<file path="src/rtl/dda_pkg.sv">
// ----------------------------------------------------------------------------
// DDA line rasterizer package
// Shared widths, command and register codes, and the divider status word.
// ----------------------------------------------------------------------------
package dda_pkg;

   // Frame dimension registers and the framebuffer word address.
   localparam int DIM_BITS  = 14;
   localparam int ADDR_BITS = 26;
   localparam int COLOR_BITS = 32;

   // Configuration register indexes.
   localparam int CSR_INDEX_BITS = 1;
   localparam logic [CSR_INDEX_BITS-1:0] CSR_FRAME_WIDTH  = 1'b0;
   localparam logic [CSR_INDEX_BITS-1:0] CSR_FRAME_HEIGHT = 1'b1;

   localparam logic [DIM_BITS-1:0] FRAME_WIDTH_RESET  = 14'd800;
   localparam logic [DIM_BITS-1:0] FRAME_HEIGHT_RESET = 14'd600;

   // Request commands.
   localparam logic CMD_START = 1'b0;
   localparam logic CMD_TICK  = 1'b1;

   // Status of the shared step divider.
   typedef struct packed {
      logic busy;
      logic done;
   } div_status_type;

endpackage

</file>
<file path="src/rtl/dda_div.sv">
// ----------------------------------------------------------------------------
// DDA step divider
// Restoring divider, one compare and subtract per cycle, giving the step
// magnitude dividend * 2^FRAC_BITS / divisor rounded half away from zero.
// ----------------------------------------------------------------------------
module dda_div #(
   parameter int FRAC_BITS  = 16,
   parameter int COORD_BITS = 16
) (
   input  logic                         clock,
   input  logic                         reset,
   input  logic                         start,
   input  logic [COORD_BITS-1:0]        dividend,
   input  logic [COORD_BITS-1:0]        divisor,
   output dda_pkg::div_status_type      status,
   output logic [FRAC_BITS:0]           quotient
);
   import dda_pkg::*;

   localparam int CNTW = $clog2(FRAC_BITS + 2);

   logic                  busy_ff;
   logic                  done_ff;
   logic [CNTW-1:0]       cnt_ff;
   logic [COORD_BITS:0]   rem_ff;
   logic [COORD_BITS-1:0] dvs_ff;
   logic [FRAC_BITS+1:0]  quo_ff;

   logic                  fits;
   logic [COORD_BITS:0]   diff;
   logic [COORD_BITS:0]   rem_sel;
   logic [COORD_BITS:0]   rem_in;
   logic [FRAC_BITS+1:0]  quo_in;
   logic [FRAC_BITS+1:0]  quo_round;
   logic                  last_step;

   // The quotient carries one extra fraction bit; adding one and halving
   // gives round to nearest with ties away from zero.
   always_comb begin
      fits      = rem_ff >= {1'b0, dvs_ff};
      diff      = rem_ff - {1'b0, dvs_ff};
      rem_sel   = fits ? diff : rem_ff;
      rem_in    = {rem_sel[COORD_BITS-1:0], 1'b0};
      quo_in    = {quo_ff[FRAC_BITS:0], fits};
      quo_round = quo_ff + (FRAC_BITS+2)'(1);
      last_step = cnt_ff == CNTW'(FRAC_BITS + 1);
   end

   assign quotient    = quo_round[FRAC_BITS+1:1];
   assign status.busy = busy_ff;
   assign status.done = done_ff;

   always_ff @(posedge clock) begin
      if (reset) begin
         busy_ff <= 1'b0;
         done_ff <= 1'b0;
         cnt_ff  <= '0;
      end else if (start) begin
         busy_ff <= 1'b1;
         done_ff <= 1'b0;
         cnt_ff  <= '0;
         rem_ff  <= {1'b0, dividend};
         dvs_ff  <= divisor;
         quo_ff  <= '0;
      end else if (busy_ff) begin
         quo_ff <= quo_in;
         rem_ff <= rem_in;
         cnt_ff <= cnt_ff + CNTW'(1);
         if (last_step) begin
            busy_ff <= 1'b0;
            done_ff <= 1'b1;
         end
      end else begin
         done_ff <= 1'b0;
      end
   end

endmodule

</file>
<file path="src/rtl/dda_line_rasterizer.sv">
// ----------------------------------------------------------------------------
// DDA line rasterizer
// Steps a fixed-point cursor along a line and emits one framebuffer pixel
// per tick command, with clipping and a word address.
// ----------------------------------------------------------------------------
// Usage: the req_ channel carries command words. A start word loads both
// endpoints and the color and produces no rsp_ word. The block then derives
// the x and y steps with one shared restoring divider, x first and y second,
// one quotient bit per cycle. req_ready stays low once a start word with
// unequal endpoints is taken, until both steps are loaded.
// A tick word while a line is active yields one rsp_ word, registered, on the
// cycle after it is accepted; ticks are taken one per cycle. A tick while no
// line is active, and a start with equal endpoints, produce nothing. The end
// point itself is never emitted; the final pixel carries rsp_last.
// When the receiver stalls, the pending rsp_ word holds and req_ready stays
// low until that word is taken. The csr_ channel writes frame_width (index 0)
// and frame_height (index 1) and is always ready; write it only while idle.
// Reset clears the line, drops any pending rsp_ word and restores an
// 800 by 600 frame.
// ----------------------------------------------------------------------------
module dda_line_rasterizer #(
   parameter int FRAC_BITS  = 16,
   parameter int COORD_BITS = 16
) (
   input  logic                                clock,
   input  logic                                reset,
   // Command words.
   input  logic                                req_valid,
   output logic                                req_ready,
   input  logic                                req_command,
   input  logic signed [COORD_BITS-1:0]        req_start_x,
   input  logic signed [COORD_BITS-1:0]        req_start_y,
   input  logic signed [COORD_BITS-1:0]        req_end_x,
   input  logic signed [COORD_BITS-1:0]        req_end_y,
   input  logic [dda_pkg::COLOR_BITS-1:0]      req_line_color,
   // Pixel words.
   output logic                                rsp_valid,
   input  logic                                rsp_ready,
   output logic signed [COORD_BITS-1:0]        rsp_pixel_x,
   output logic signed [COORD_BITS-1:0]        rsp_pixel_y,
   output logic [dda_pkg::COLOR_BITS-1:0]      rsp_pixel_color,
   output logic                                rsp_in_frame,
   output logic [dda_pkg::ADDR_BITS-1:0]       rsp_frame_address,
   output logic                                rsp_last,
   // Register writes.
   input  logic                                csr_valid,
   output logic                                csr_ready,
   input  logic [dda_pkg::CSR_INDEX_BITS-1:0]  csr_index,
   input  logic [dda_pkg::DIM_BITS-1:0]        csr_data
);
   import dda_pkg::*;

   // Cursor: sign, COORD_BITS+1 integer bits to cover overshoot, fraction.
   localparam int CW   = COORD_BITS + FRAC_BITS + 2;
   localparam int SW   = FRAC_BITS + 2;
   localparam int CMPW = (COORD_BITS > DIM_BITS) ? COORD_BITS : DIM_BITS;

   typedef enum logic [1:0] {
      ST_IDLE,
      ST_DIV_X,
      ST_DIV_Y
   } state_type;

   state_type                    state_ff;
   logic                         active_ff;
   logic signed [CW-1:0]         cursor_x_ff;
   logic signed [CW-1:0]         cursor_y_ff;
   logic signed [SW-1:0]         step_x_ff;
   logic signed [SW-1:0]         step_y_ff;
   logic [COORD_BITS-1:0]        pixels_left_ff;
   logic [COLOR_BITS-1:0]        held_color_ff;
   logic signed [COORD_BITS-1:0] px_ff;
   logic signed [COORD_BITS-1:0] py_ff;
   logic                         neg_x_ff;
   logic                         neg_y_ff;
   logic [COORD_BITS-1:0]        abs_y_ff;
   logic [COORD_BITS-1:0]        span_ff;
   logic [DIM_BITS-1:0]          frame_width_ff;
   logic [DIM_BITS-1:0]          frame_height_ff;

   logic                         rsp_valid_ff;
   logic signed [COORD_BITS-1:0] rsp_pixel_x_ff;
   logic signed [COORD_BITS-1:0] rsp_pixel_y_ff;
   logic [COLOR_BITS-1:0]        rsp_pixel_color_ff;
   logic                         rsp_in_frame_ff;
   logic [ADDR_BITS-1:0]         rsp_frame_address_ff;
   logic                         rsp_last_ff;

   logic                         req_fire;
   logic                         start_fire;
   logic                         tick_fire;
   logic signed [COORD_BITS:0]   dx;
   logic signed [COORD_BITS:0]   dy;
   logic [COORD_BITS-1:0]        abs_x;
   logic [COORD_BITS-1:0]        abs_y;
   logic [COORD_BITS-1:0]        span;
   logic                         span_zero;

   logic                         div_start;
   logic [COORD_BITS-1:0]        div_dividend;
   logic [COORD_BITS-1:0]        div_divisor;
   div_status_type               div_status;
   logic [FRAC_BITS:0]           div_quotient;
   logic signed [SW-1:0]         div_step;

   logic signed [CW-1:0]         cursor_x_in;
   logic signed [CW-1:0]         cursor_y_in;
   logic                         in_frame_now;
   logic [DIM_BITS-1:0]          px_lo;
   logic [DIM_BITS-1:0]          py_lo;
   logic [2*DIM_BITS-1:0]        addr_full;

   // Fixed point to integer, half away from zero, saturated to COORD_BITS.
   // For a negative cursor the bias is one less, which turns the floor of
   // the arithmetic shift into the wanted rounding.
   function automatic logic signed [COORD_BITS-1:0] round_sat(
      input logic signed [CW-1:0] c
   );
      logic signed [CW-1:0]         biased;
      logic signed [COORD_BITS+1:0] whole;
      logic signed [COORD_BITS+1:0] hi_lim;
      logic signed [COORD_BITS+1:0] lo_lim;
      biased = c + (CW'(1) <<< (FRAC_BITS - 1)) - CW'(c[CW-1]);
      whole  = biased[CW-1:FRAC_BITS];
      hi_lim = {3'b000, {(COORD_BITS-1){1'b1}}};
      lo_lim = {3'b111, {(COORD_BITS-1){1'b0}}};
      if (whole > hi_lim) begin
         return hi_lim[COORD_BITS-1:0];
      end else if (whole < lo_lim) begin
         return lo_lim[COORD_BITS-1:0];
      end
      return whole[COORD_BITS-1:0];
   endfunction

   // Handshakes. A new word is taken only when the pixel register is free
   // or being emptied in this cycle.
   assign req_ready  = (state_ff == ST_IDLE) && (!rsp_valid_ff || rsp_ready);
   assign req_fire   = req_valid && req_ready;
   assign start_fire = req_fire && (req_command == CMD_START);
   assign tick_fire  = req_fire && (req_command == CMD_TICK) && active_ff;
   assign csr_ready  = 1'b1;

   // Line setup: deltas, their magnitudes and the longer span.
   always_comb begin
      dx        = (COORD_BITS+1)'(req_end_x) - (COORD_BITS+1)'(req_start_x);
      dy        = (COORD_BITS+1)'(req_end_y) - (COORD_BITS+1)'(req_start_y);
      abs_x     = dx[COORD_BITS] ? COORD_BITS'(-dx) : COORD_BITS'(dx);
      abs_y     = dy[COORD_BITS] ? COORD_BITS'(-dy) : COORD_BITS'(dy);
      span      = (abs_x >= abs_y) ? abs_x : abs_y;
      span_zero = span == '0;
   end

   // The divider runs twice per line: x from the start word itself, y as
   // soon as x finishes.
   always_comb begin
      div_start    = (start_fire && !span_zero) ||
                     (state_ff == ST_DIV_X && div_status.done);
      div_dividend = (state_ff == ST_IDLE) ? abs_x : abs_y_ff;
      div_divisor  = (state_ff == ST_IDLE) ? span : span_ff;
      if (state_ff == ST_DIV_X) begin
         div_step = neg_x_ff ? -SW'(div_quotient) : SW'(div_quotient);
      end else begin
         div_step = neg_y_ff ? -SW'(div_quotient) : SW'(div_quotient);
      end
   end

   dda_div #(
      .FRAC_BITS  (FRAC_BITS),
      .COORD_BITS (COORD_BITS)
   ) u_div (
      .clock    (clock),
      .reset    (reset),
      .start    (div_start),
      .dividend (div_dividend),
      .divisor  (div_divisor),
      .status   (div_status),
      .quotient (div_quotient)
   );

   // Pixel generation. The rounded position of the current cursor is kept
   // ready in px_ff/py_ff, so a tick only clips and forms the address.
   always_comb begin
      cursor_x_in = cursor_x_ff + CW'(step_x_ff);
      cursor_y_in = cursor_y_ff + CW'(step_y_ff);
      in_frame_now = !px_ff[COORD_BITS-1] && !py_ff[COORD_BITS-1] &&
                     (CMPW'($unsigned(px_ff)) < CMPW'(frame_width_ff)) &&
                     (CMPW'($unsigned(py_ff)) < CMPW'(frame_height_ff));
      // Inside the frame both coordinates are below 2^DIM_BITS.
      px_lo     = DIM_BITS'($unsigned(px_ff));
      py_lo     = DIM_BITS'($unsigned(py_ff));
      addr_full = frame_width_ff * py_lo + (2*DIM_BITS)'(px_lo);
   end

   always_ff @(posedge clock) begin
      if (reset) begin
         state_ff        <= ST_IDLE;
         active_ff       <= 1'b0;
         rsp_valid_ff    <= 1'b0;
         frame_width_ff  <= FRAME_WIDTH_RESET;
         frame_height_ff <= FRAME_HEIGHT_RESET;
      end else begin
         if (csr_valid && csr_ready) begin
            case (csr_index)
               CSR_FRAME_WIDTH:  frame_width_ff  <= csr_data;
               CSR_FRAME_HEIGHT: frame_height_ff <= csr_data;
               default: ;
            endcase
         end

         if (rsp_ready && !tick_fire) begin
            rsp_valid_ff <= 1'b0;
         end

         case (state_ff)
            ST_IDLE: begin
               if (start_fire) begin
                  // A start replaces any line in progress.
                  held_color_ff  <= req_line_color;
                  cursor_x_ff    <= CW'(req_start_x) <<< FRAC_BITS;
                  cursor_y_ff    <= CW'(req_start_y) <<< FRAC_BITS;
                  px_ff          <= req_start_x;
                  py_ff          <= req_start_y;
                  pixels_left_ff <= span;
                  span_ff        <= span;
                  abs_y_ff       <= abs_y;
                  neg_x_ff       <= dx[COORD_BITS];
                  neg_y_ff       <= dy[COORD_BITS];
                  active_ff      <= 1'b0;
                  if (!span_zero) begin
                     state_ff <= ST_DIV_X;
                  end
               end else if (tick_fire) begin
                  rsp_valid_ff         <= 1'b1;
                  rsp_pixel_x_ff       <= px_ff;
                  rsp_pixel_y_ff       <= py_ff;
                  rsp_pixel_color_ff   <= held_color_ff;
                  rsp_in_frame_ff      <= in_frame_now;
                  rsp_frame_address_ff <= in_frame_now ? addr_full[ADDR_BITS-1:0] : '0;
                  rsp_last_ff          <= pixels_left_ff == COORD_BITS'(1);
                  cursor_x_ff          <= cursor_x_in;
                  cursor_y_ff          <= cursor_y_in;
                  px_ff                <= round_sat(cursor_x_in);
                  py_ff                <= round_sat(cursor_y_in);
                  pixels_left_ff       <= pixels_left_ff - COORD_BITS'(1);
                  if (pixels_left_ff == COORD_BITS'(1)) begin
                     active_ff <= 1'b0;
                  end
               end
            end
            ST_DIV_X: begin
               if (div_status.done) begin
                  step_x_ff <= div_step;
                  state_ff  <= ST_DIV_Y;
               end
            end
            ST_DIV_Y: begin
               if (div_status.done) begin
                  step_y_ff <= div_step;
                  active_ff <= 1'b1;
                  state_ff  <= ST_IDLE;
               end
            end
            default: state_ff <= ST_IDLE;
         endcase
      end
   end

   assign rsp_valid         = rsp_valid_ff;
   assign rsp_pixel_x       = rsp_pixel_x_ff;
   assign rsp_pixel_y       = rsp_pixel_y_ff;
   assign rsp_pixel_color   = rsp_pixel_color_ff;
   assign rsp_in_frame      = rsp_in_frame_ff;
   assign rsp_frame_address = rsp_frame_address_ff;
   assign rsp_last          = rsp_last_ff;

   // A pixel word appears only after an accepted tick on an active line.
   a_rsp_from_tick: assert property (@(posedge clock) disable iff (reset)
      $rose(rsp_valid_ff) |-> $past(tick_fire))
      else $error("pixel word without an accepted tick");

   // The divider never runs while commands are being taken.
   a_div_not_idle: assert property (@(posedge clock) disable iff (reset)
      div_status.busy |-> (state_ff != ST_IDLE))
      else $error("divider busy while the sequencer is idle");

   // An active line always has pixels left to emit.
   a_active_count: assert property (@(posedge clock) disable iff (reset)
      active_ff |-> (pixels_left_ff != '0))
      else $error("active line with no pixels left");

   // The final pixel ends the line.
   a_last_ends: assert property (@(posedge clock) disable iff (reset)
      (tick_fire && pixels_left_ff == COORD_BITS'(1)) |=> !active_ff)
      else $error("line still active after its final pixel");

endmodule

</file>
<file path="config.mk">
export PLATFORM = sky130hd
export DESIGN_NAME = dda_line_rasterizer
export DESIGN_NICKNAME = d
export VERILOG_FILES = /design/src/rtl/dda_pkg.sv /design/src/rtl/dda_div.sv /design/src/rtl/dda_line_rasterizer.sv
export SDC_FILE = /design/constraint.sdc
export NUM_CORES = 1
export LEC_CHECK = 0
export ABC_AREA = 1
export BUFFER_PORTS_ARGS = -buffer_cell sky130_fd_sc_hd__buf_2
export CAP_MARGIN = 10
export CORE_UTILIZATION = 50
export CTS_CLUSTER_SIZE = 24
export DETAILED_ROUTE_END_ITERATION = 7
export PLACE_DENSITY = 0.76
export SYNTH_ARGS = -nofsm -noshare
export SYNTH_HDL_FRONTEND = slang
export SYNTH_SLANG_ARGS = --single-unit
</file>
<file path="constraint.sdc">
create_clock -name clock -period 24.9 [get_ports clock]
set_input_delay 2.49 -clock clock [delete_from_list [all_inputs] [get_ports clock]]
set_output_delay 2.49 -clock clock [all_outputs]
set_load 0.05 [all_outputs]
</file>
==> results of run 1 <==
## routing by layer
layer  part of all wire  vias to the layer above  global-route usage
li1                   -                    13800                   -
met5            0.00018                        -                   0
met2               0.46                     1116               0.448
met1               0.42                    13300               0.354
met3              0.082                      214              0.0461
met4              0.038                        2               0.105
## placed cells by master, fill, tap and decap left out, types with 14 or more instances in the layout
cell type / count
a31oi_1: 17
edfxtp_1: 361
xnor2_1: 61
o21ai_0: 182
buf_2: 210
o211ai_1: 18
nand2_1: 985
inv_1: 681
clkbuf_16: 49
nor2_1: 318
a21o_1: 20
nor2_2: 15
nand4_1: 31
nor3_1: 45
o21ai_1: 14
o21bai_1: 17
fa_1: 159
dfxtp_1: 39
a21oi_1: 310
a21boi_0: 15
o21a_1: 19
xor2_1: 101
nand3_1: 154
buf_4: 16
nand2_2: 18
ha_1: 307
## Yosys cell counts (4+ instances only)
cell      instances
nand2_1         985
inv_1           682
edfxtp_1        361
nor2_1          320
a21oi_1         311
ha_1            307
o21ai_0         182
fa_1            159
nand3_1         154
xor2_1          101
clkbuf_1         62
xnor2_1          61
nor3_1           47
dfxtp_1          39
nand4_1          31
a21o_1           20
o21a_1           19
nand2_2          18
o211ai_1         18
a31oi_1          17
o21bai_1         17
a21boi_0         15
nor2_2           15
o21ai_1          14
nor4_1           11
nand3b_1         10
nor2_4           10
or2_2            10
inv_2             9
o31ai_1           9
a211oi_1          6
a21oi_2           6
buf_4             6
xor2_2            6
buf_1             5
buf_6             5
nand3_2           5
nor3_2            4
## final cells by class
class	instances	area, um^2
Clock inverter	29	254
Antenna cell	2	5.00
Fill cell	5953	29100
Sequential cell	400	11600
Clock buffer	57	1260
Tap cell	864	1080
Timing Repair Buffer	226	1170
Multi-Input combinational cell	2926	19100
Inverter	691	2590
## state kept, by name, summed over array words and instances (netlist names), 17 cells and up
name               count
cursor_x_ff           34
cursor_y_ff           34
held_color_ff         32
rsp_pixel_color       32
rsp_frame_address     26
step_x_ff             18
step_y_ff             18
u_div.quo_ff          18
u_div.rem_ff          17
## stage by stage
| stage | setup WS, ns | cells | hold WS (ns) |
|---|---|---|---|
| 2_1_floorplan | 14.30 | 4099 | 0.400 |
| 3_3_place_gp | 15.81 | 5107 | 0.400 |
| 3_5_place_dp | 15.56 | 5107 | 0.405 |
| 4_1_cts | 16.17 | 5193 | 0.419 |
| 5_1_grt | 15.37 | 5195 | 0.424 |
| 6_report | 16.07 | 5195 | 0.418 |
## how the worst min path moves through the flow
stage | startpoint | to | slack [ns] | cells past startpoint
floorplan | held_color_ff[0]$_DFFE_PP_ | rsp_pixel_color[0]$_DFFE_PP_ | 0.40 | 0
global placement | held_color_ff[21]$_DFFE_PP_ | rsp_pixel_color[21]$_DFFE_PP_ | 0.40 | 0
detailed placement | held_color_ff[22]$_DFFE_PP_ | rsp_pixel_color[22]$_DFFE_PP_ | 0.40 | 0
CTS | held_color_ff[31]$_DFFE_PP_ | rsp_pixel_color[31]$_DFFE_PP_ | 0.42 | 0
global route | held_color_ff[29]$_DFFE_PP_ | rsp_pixel_color[29]$_DFFE_PP_ | 0.42 | 0
finish | held_color_ff[18]$_DFFE_PP_ | rsp_pixel_color[18]$_DFFE_PP_ | 0.42 | 0
## critical path, delay by kind of cell
family | cells | cell delay, ns
compound gates | 3 | 0.97
simple gates | 20 | 3.38
buf+inv | 7 | 1.27
fa+ha+maj | 3 | 0.90
## power by group through the flow
| stage | sequential [mW] | clock [mW] | combinational, mW |
|---|---|---|---|
| 4_1_cts | 0.814 | 0.693 | 1.25 |
| 3_3_place_gp | 0.827 | 0 | 1.21 |
| 3_5_place_dp | 0.828 | 0 | 1.24 |
| 5_1_grt | 0.817 | 0.716 | 1.42 |
| 2_1_floorplan | 0.810 | 0 | 0.932 |
| 6_report | 0.815 | 0.682 | 1.27 |
## kinds of logic (layout without fill, tap and decap cells)
group,Yosys count,after routing,share of synthesized area
simple gates,1635,1635,0.203
buf+inv,773,1003,0.0883
compound gates,653,653,0.108
fa+ha+maj,466,466,0.208
flops,400,400,0.345
xor+xnor,171,171,0.0468
other cells,1,3,0.000111
==> key figures, run 1 <==
Setup path
  • Reg2reg start: py_ff[3]$_DFFE_PP_
  • Worst Path Required: 25.13 ns
  • CP Capture Type: register
  • Crit path from: req_end_x[0]
  • Crit path largest cell delay: ~0.55 ns
  • WP data arrival: 9.06 ns
  • Setup CP Type: in2reg
  • R2R setup slack: 17.83 ns
  • Crit-path slowest cell: nand3_1
  • FF-to-FF End: rsp_frame_address[25]$_SDFFCE_PN0P_
  • Crit-path max FO: 36
  • Worst Setup Start Kind: input pin
  • Most numerous cell on the critical path: nand2_1
  • Critical Path Sink: u_div.quo_ff[12]$_SDFFCE_PN0P_
  • Reg2Reg Depth: 25

Clocking
  • CTS HTree Levels: 2
  • Clock Latency Late Sink: a little under 0.6 ns
  • Hold Buf Count CTS: 0
  • Root Buffer: clkbuf_16
  • CTS tree: built
  • Clock Tree Buf Depth: 3
  • PostCTS Resize Cnt: 0
  • CTS Sinks: 400
  • TritonCTS buffer count: between 40 and 50
  • Post-CTS Setup Repair Bufs: 0
  • Register clock-pin slew on the reported worst setup and hold paths: roughly 0.06 ns

Synthesis
  • Synth cell types: 64
  • EDFF count, synth: around 360
  • Mapped Nets: 4682
  • Yosys reg bits: 400
  • Yosys Warn Count: 0
  • Ranking of synthesized cells by area: edfxtp_1 (32%), ha_1 (11%), nand2_1 (11%)
  • Synthesized cell area: 33700 um^2
  • Seq/Total Area, Yosys: 0.345
  • Syn_area_per_cell: 8.22 um^2
  • Synth async-reset ratio: 0
  • Most used DFF post-synth: edfxtp_1
  • Top-area cell type share of the netlist area: 0.322
  • Cell taking the most area after synthesis: edfxtp_1
  • Cells after Synth: around 4100

Hold path
  • HP Class: reg2reg

Timing
  • Slew HR: 0.230
  • Crit path time final: 8.83 ns
  • Clk_skew: 0.0195 ns
  • Worst-margin pin slew: 1.15 ns
  • Final Setup Violations: 0
  • Setup TNS: 0 ns
  • RSZ-0062 raised after global routing: false
  • Peak Freq: 113 MHz
  • Final hold violation count: 0
  • Final Cycle Share: 0.355
  • Final Slew Violations: 0

Die
  • Initial Util: 0.509
  • Die area: 68400 um^2
  • Core Box Area: 66200 um^2
  • Die width: about 260 um
  • Core Rows: 94
  • Die height: 262 um
  • I/O pins: 212

Global routing
  • Initial antenna violation count: 3
  • Global-route wire length before repair: 145000 um
  • Total track usage: 0.271
  • Congestion Overflow GR: 0
  • Vias in the first global route: roughly 28000
  • Pin count of the biggest net entering global routing: 75

Outcome
  • Status: complete, no violations

Layout
  • Nets: between 4000 and 5000
  • Layout Utilization: 0.560
  • Share of cells above drive strength 1: 0.0924
  • Post-route cell area: 37100 um^2
  • Layout area overhead: 10.2%

Drt
  • Initial DRT Pass Iterations: 6
  • Vias: 28400
  • DRC viols: 0
  • Final ANT Viol Nets: 0
  • Initial DRC Count: 2493
  • DR WL/cell: 17.9 um
  • Drt via density: between 5 and 6
  • Total wire length: 92800 um

Power and ir drop
  • PD cells: approximately 75 nW/um^2
  • Power Total: 2.77 mW
  • Logic pwr share: 0.459
  • Cell Int Power: around 1.6 mW
  • Leak: 17.9 nW
  • Peak VDD IR: 0.0932 mV
  • Clock power frac: 0.246
  • Switching power: around 1.1 mW
  • Sw Share: 0.409
  • Seq pwr share: 0.295

Job
  • Max-Cap Viols: 0

Placement
  • Final GP Congestion: 1.01
  • Post-DP HPWL: 72600 um
  • Port Buffers: 210
  • Placed inst area: around 36000 um^2
(Power assumes the default switching activity.)
==> inputs of run 2 (changes only) <==
- clock period: 24.9 -> 9 ns (I/O delays scaled with it)
==> run 2 against run 1 <==
Net effect: flip-flop and latch count unchanged; hold slack worse by 0.0065 ns; die area stayed put; register-to-register slack got worse by 16 ns; critical endpoint is now rsp_frame_address[25]$_SDFFCE_PN0P_; wire length fell by 0.80%; core utilization grew 0.26 points; first-iteration DRC count down 9.1%; via count increased by 0.23%; clock power grew to 3.0 times the previous value; final cell count grew 0.13%; non-clock buffer count rose by 4; total power grew to 2.8 times the previous value.
==> key figures, run 2 (synthesized netlist as in run 1, its figures left out) <==
Outcome
  • Status: complete, no violations (unchanged)

Power and ir drop
  • Cell Int Power: 4.63 mW (was 1.63 mW)
  • PD cells: 208 nW/um^2 (was 74.5 nW/um^2)
  • Peak VDD IR: 0.290 mV (was 0.0932 mV)
  • Clock power frac: 0.262 (was 0.246)
  • Switching power: 3.13 mW (was 1.13 mW)
  • Power Total: 7.76 mW (was 2.77 mW)
  • Logic pwr share: 0.449 (was 0.459)
  • Sw Share: 0.403 (was 0.409)
  • Seq pwr share: 0.289 (was 0.295)
  • Leak: 18.0 nW (was 17.9 nW)

Drt
  • DR WL/cell: 17.7 um (was 17.9 um)
  • Initial DRT Pass Iterations: 6 (unchanged)
  • DRC viols: 0 (unchanged)
  • Drt via density: 5.47 (was 5.46)
  • Total wire length: 92100 um (was 92800 um)
  • Vias: 28400 (about the same)
  • Initial DRC Count: 2265 (was 2493)
  • Final ANT Viol Nets: 0 (unchanged)

Setup path
  • Worst Path Required: 9.33 ns (was 25.13 ns)
  • Worst Setup Start Kind: register (was input pin)
  • CP Capture Type: register (unchanged)
  • Reg2Reg Depth: 25 (unchanged)
  • Crit path buf inv count: 4 (was 7)
  • Crit path largest cell delay: 0.83 ns (was 0.55 ns)
  • Crit-path max FO: 16 (was 36)
  • Reg2reg start: py_ff[1]$_DFFE_PP_ (was py_ff[3]$_DFFE_PP_)
  • Crit-path slowest cell: edfxtp_1 (was nand3_1)
  • R2R setup slack: 2.11 ns (was 17.83 ns)
  • FF-to-FF End: rsp_frame_address[25]$_SDFFCE_PN0P_ (unchanged)
  • WP data arrival: 7.22 ns (was 9.06 ns)
  • Top delay family on crit path: adder cells (was simple AND/OR/NAND/NOR gates)
  • Most numerous cell on the critical path: fa_1 (was nand2_1)
  • Setup CP Type: reg2reg (was in2reg)

Placement
  • Final GP Congestion: 0.991 (was 1.01)
  • Post-DP HPWL: 72300 um (was 72600 um)
  • Post-Place Setup Slack: 1.78 ns (was 15.56 ns)
  • Placed inst area: 35600 um^2 (about the same)
  • Port Buffers: 210 (unchanged)

Layout
  • Layout area overhead: 10.7% (was 10.2%)
  • Commonest non-fill, non-tap cell in the layout: nand2_1 (unchanged)
  • Post-route cell area: 37300 um^2 (was 37100 um^2)
  • Regs by FF count: cursor_x_ff: 34 flops, cursor_y_ff: 34 flops (unchanged)
  • Most frequent cells in the layout: nand2_1 (985), inv_1 (681), edfxtp_1 (361), nor2_1 (318), a21oi_1 (310) (unchanged)
  • # fillers: 6025 (was 5953)
  • Nets: 4877 (was 4874)
  • Share of cells above drive strength 1: 0.0949 (was 0.0924)

Clocking
  • Hold Buf Count CTS: 0 (unchanged)
  • Clock Tree Buf Depth: 3 (unchanged)
  • CTS Sinks: 400 (unchanged)
  • CTS HTree Levels: 2 (unchanged)
  • Post-CTS Setup Repair Bufs: 0 (unchanged)
  • CTS tree: built (unchanged)
  • Root Buffer: clkbuf_16 (unchanged)
  • Clock Latency Late Sink: 0.61 ns (was 0.59 ns)
  • Register clock-pin slew on the reported worst setup and hold paths: 0.06 ns (about the same)
  • TritonCTS buffer count: 45 (was 46)
  • PostCTS Resize Cnt: 0 (unchanged)

Timing
  • Final hold violation count: 0 (unchanged)
  • Post-route setup slack: 2.11 ns (was 16.07 ns)
  • Clk_skew: 0.0366 ns (was 0.0195 ns)
  • Peak Freq: 145 MHz
  • Final Cycle Share: 0.766
  • Worst-margin pin slew: 1.00 ns (was 1.15 ns)
  • Setup TNS: 0 ns (unchanged)
  • Final Setup Violations: 0 (unchanged)
  • Crit path time final: 6.89 ns
  • RSZ-0062 raised after global routing: false (unchanged)
  • Final Slew Violations: 0 (unchanged)
  • Slew HR: 0.331 (was 0.230)

Hold path
  • Hold Path Depth: 0 (unchanged)
  • Hold EP: rsp_pixel_color[6]$_DFFE_PP_ (was rsp_pixel_color[18]$_DFFE_PP_)
  • Hold Crit Start: held_color_ff[6]$_DFFE_PP_ (was held_color_ff[18]$_DFFE_PP_)
  • HP Class: reg2reg (unchanged)

Die
  • Die area: 68400 um^2 (unchanged)
  • Core Box Area: 66200 um^2 (unchanged)
  • Die width: 262 um (unchanged)
  • Initial Util: 0.509 (unchanged)
  • I/O pins: 212 (unchanged)
  • Core Rows: 94 (unchanged)
  • Die height: 262 um (unchanged)

Global routing
  • Congestion Overflow GR: 0 (unchanged)
  • Vias in the first global route: 27400 (was 27600)
  • Total track usage: 0.269 (was 0.271)
  • Pin count of the biggest net entering global routing: 101 (was 75)
  • Global-route wire length before repair: 144000 um (was 145000 um)
  • Initial antenna violation count: 14 (was 3)

Job
  • Max-Cap Viols: 0 (unchanged)
-- run 2: worst max-delay path by stage --
stage                            start                                   to  slack (ns)  depth (start not counted)
floorplan                    rsp_ready         cursor_x_ff[0]$_SDFFCE_PP0P_        0.15                          8
global placement          req_end_y[0]       u_div.quo_ff[15]$_SDFFCE_PN0P_        2.06                         35
detailed placement        req_end_y[0]       u_div.quo_ff[17]$_SDFFCE_PN0P_        1.78                         34
CTS                 py_ff[4]$_DFFE_PP_  rsp_frame_address[25]$_SDFFCE_PN0P_        2.19                         25
global route              req_end_x[0]        u_div.quo_ff[1]$_SDFFCE_PN0P_        1.70                         33
finish              py_ff[1]$_DFFE_PP_  rsp_frame_address[25]$_SDFFCE_PN0P_        2.11                         25
-- run 2: power groups by stage --
stage | Sequential (mW) | Clock, mW | Combinational, mW
global placement | 2.28 | 0 | 3.32
detailed placement | 2.28 | 0 | 3.42
CTS | 2.24 | 2.06 | 3.45
global route | 2.25 | 2.13 | 3.94
floorplan | 2.24 | 0 | 2.58
finish | 2.24 | 2.03 | 3.49
-- run 2: per-stage QoR --
step,util,hold slack [ns],cells
5_1_grt,0.563,0.419,5199
3_5_place_dp,0.538,0.405,5111
4_1_cts,0.563,0.415,5195
3_3_place_gp,0.538,0.400,5111
6_report,0.563,0.411,5202
2_1_floorplan,-,0.400,4099
-- run 2: worst reg2reg max path, delay by kind of cell (launching register included) --
family	cells	cell delay, ns
AO/OA/AOI/OAI	4	0.97
buffers and inverters	4	0.24
XOR/XNOR	1	0.14
AND/OR/NAND/NOR	9	1.09
adder cells (fa/ha/maj)	7	3.33
flip-flops	1	0.83
-- run 2: cell type report --
| type | count | area [um^2] | area share |
|---|---|---|---|
| Tap cell | 864 | 1080 | 0.0290 |
| Clock buffer | 55 | 1180 | 0.0318 |
| Sequential cell | 400 | 11600 | 0.312 |
| Multi-Input combinational cell | 2926 | 19100 | 0.513 |
| Timing Repair Buffer | 230 | 1210 | 0.0325 |
| Antenna cell | 7 | 17.5 | 0.000470 |
| Inverter | 691 | 2590 | 0.0696 |
| Clock inverter | 29 | 439 | 0.0118 |
-- run 2: layer usage --
layer  GRT usage  routed length [um]  up-vias
met2       0.443               42700     1077
met5           0                  95        -
met3      0.0486                7390      218
li1            -                   -    13800
met1       0.347               38300    13400
met4       0.114                3640       16
==> inputs of run 3 (changes only) <==
- PLACE_DENSITY: 0.76 -> 0.78
- clock period: 9 -> 5.54 ns (I/O delays scaled with it)
==> run 3 against run 2 <==
Net effect: the flow now finishes with violations (setup timing); sequential power increased by 60%; count of clock-buffer cells in the layout decreased by 5; clock skew increased by 0.019 ns; hold slack got worse by 0.32 ns; fmax increased by 16%; die area unchanged; wire length increased by 5.6%; critical path depth decreased by 3; flip-flop and latch count unchanged; first-iteration DRC count increased by 14%; combinational power increased by 130%; via count increased by 4.1%; critical endpoint is now rsp_frame_address[20]$_SDFFCE_PN0P_.
==> key figures, run 3 (synthesized netlist as in run 1, its figures left out) <==
Outcome
  • Status: complete, but fails checks (was complete, no violations)
  • Failing checks: setup timing

Power and ir drop
  • PD cells: 379 nW/um^2 (was 208 nW/um^2)
  • Power Total: 15.0 mW (was 7.76 mW)
  • Peak VDD IR: 0.573 mV (was 0.290 mV)
  • Leak: 19.3 nW (was 18.0 nW)

Die
  • I/O pins: 212 (unchanged)
  • Die width: 262 um (unchanged)
  • Die height: 262 um (unchanged)
  • Initial Util: 0.509 (unchanged)
  • Core Rows: 94 (unchanged)
  • Core Box Area: 66200 um^2 (unchanged)
  • Die area: 68400 um^2 (unchanged)

Hold path
  • HP Class: in2reg (was reg2reg)
  • Hold Crit Start: req_line_color[13] (was held_color_ff[6]$_DFFE_PP_)

Timing
  • Clk_skew: 0.0557 ns (was 0.0366 ns)
  • Final hold violation count: 0 (unchanged)
  • Final Cycle Share: 1.07 (was 0.766)
  • Crit path time final: 5.95 ns (was 6.89 ns)
  • Final Slew Violations: 0 (unchanged)
  • Worst-margin pin slew: 1.02 ns (was 1.00 ns)
  • Minimum hold slack: 0.0941 ns (was 0.411 ns)
  • RSZ-0062 raised after global routing: true (was false)
  • Peak Freq: 168 MHz (was 145 MHz)
  • Final Setup Violations: 10 (was 0)
  • Slew HR: 0.316 (was 0.331)
  • Post-route setup slack: -0.408 ns (was 2.11 ns)

Clocking
  • CTS Sinks: 400 (unchanged)
  • Root Buffer: clkbuf_16 (unchanged)
  • Clock Latency Late Sink: 0.64 ns (was 0.61 ns)
  • Register clock-pin slew on the reported worst setup and hold paths: 0.07 ns (was 0.06 ns)
  • Clock Tree Buf Depth: 3 (unchanged)
  • TritonCTS buffer count: 47 (was 45)
  • CTS tree: built (unchanged)
  • CTS HTree Levels: 2 (unchanged)

Drt
  • Drt via density: 5.43 (was 5.47)
  • Initial DRT Pass Iterations: 6 (unchanged)
  • Total wire length: 97200 um (was 92100 um)
  • Final ANT Viol Nets: 0 (unchanged)
  • DR WL/cell: 17.8 um (was 17.7 um)
  • Vias: 29600 (was 28400)
  • DRC viols: 0 (unchanged)
  • Initial DRC Count: 2590 (was 2265)

Layout
  • Nets: 5131 (was 4877)
  • Non-filler cells, final: 5451 (was 5202)
  • Most frequent cells in the layout: nand2_1 (964), inv_1 (667), edfxtp_1 (361), nor2_1 (317), ha_1 (299) (was nand2_1 (985), inv_1 (681), edfxtp_1 (361), nor2_1 (318), a21oi_1 (310))
  • Share of cells above drive strength 1: 0.164 (was 0.0949)
  • Regs by FF count: cursor_x_ff: 34 flops, cursor_y_ff: 34 flops (unchanged)
  • Layout area overhead: 17.7% (was 10.7%)
  • Layout Utilization: 0.599 (was 0.563)
  • Commonest non-fill, non-tap cell in the layout: nand2_1 (unchanged)

Placement
  • Port Buffers: 210 (unchanged)
  • Final GP Congestion: 0.976 (was 0.991)
  • Post-Place Setup Slack: -0.440 ns (was 1.78 ns)
  • Post-DP HPWL: 76900 um (was 72300 um)
  • Dpl cells: 5329 (was 5111)

Global routing
  • Total track usage: 0.283 (was 0.269)
  • Pin count of the biggest net entering global routing: 63 (was 101)
  • Global-route wire length before repair: 151000 um (was 144000 um)
  • Vias in the first global route: 28800 (was 27400)
  • Congestion Overflow GR: 0 (unchanged)
  • Initial antenna violation count: 8 (was 14)

Setup path
  • Worst Setup Start Kind: register (unchanged)
  • Worst Path Required: 5.89 ns (was 9.33 ns)
  • Crit-path max FO: 7 (was 16)
  • Crit path from: py_ff[7]$_DFFE_PP_ (was py_ff[1]$_DFFE_PP_)
  • Reg2reg start: py_ff[7]$_DFFE_PP_ (was py_ff[1]$_DFFE_PP_)
  • CP Capture Type: register (unchanged)
  • Setup CP Type: reg2reg (unchanged)
  • WP data arrival: 6.29 ns (was 7.22 ns)

Job
  • Max-Cap Viols: 0 (unchanged)
## run 3: cell type report
class | instances | area (um^2)
antenna | 2 | 5.00
clock buffer | 50 | 1190
clock inverter | 36 | 428
fill | 5733 | 26600
inverter | 691 | 2600
multi-input combinational | 2926 | 19500
sequential | 400 | 11600
tap | 864 | 1080
timing repair buffer | 482 | 3220
## run 3: final timing paths
kind,endpoint,slack [ns],cells after the start
max,rsp_frame_address[20]$_SDFFCE_PN0P_,-0.41,22
min reg2reg,rsp_pixel_color[12]$_DFFE_PP_,0.39,0
max reg2reg,rsp_frame_address[20]$_SDFFCE_PN0P_,-0.41,22
min,held_color_ff[13]$_DFFE_PP_,0.09,1
## run 3: what timing repair did
item	CTS	global route
setup buffers	31	10
gates resized for setup	44	49
endpoints found under the setup margin	9	133
pin swaps	60	25
hold buffers	0	0
## run 3: metal layers
metal / GRT usage / routed length, um / share of wire
met2: 0.466 / 44900 / 0.46
met5: 0 / 50 / 0.00051
met4: 0.0930 / 3100 / 0.032
met3: 0.0580 / 8680 / 0.089
met1: 0.372 / 40500 / 0.42
## run 3: stage by stage
| step | instance area (um^2) | TNS [ns] |
|---|---|---|
| after floorplan | 34000 | -71.29 |
| after global placement | 37500 | -9.69 |
| after detailed placement | 37500 | -16.43 |
| after CTS | 39500 | -1.31 |
| after global routing | 39700 | -4.35 |
| final | 39700 | -2.14 |
## run 3: worst max-delay path, cell delays in order (launching register included)
cell,delay [ns]
edfxtp_1,0.51
nand2_2,0.11
fa_1,0.57
inv_2,0.04
fa_2,0.52
inv_2,0.04
fa_1,0.50
inv_2,0.04
fa_1,0.44
fa_1,0.51
fa_1,0.45
ha_4,0.30
buf_4,0.13
nand4_1,0.21
o221ai_2,0.27
a21oi_2,0.08
o21ai_2,0.20
a31oi_2,0.15
buf_4,0.16
buf_4,0.12
buf_4,0.12
o21ai_1,0.11
a21oi_1,0.06
## run 3: where the power goes
part | total [mW] | internal, mW | leakage [nW] | switching, mW
logic | 8.14 | 3.62 | 14.8 | 4.52
registers | 3.59 | 3.53 | 3.68 | 0.0679
clock network | 3.29 | 1.90 | 0.769 | 1.39
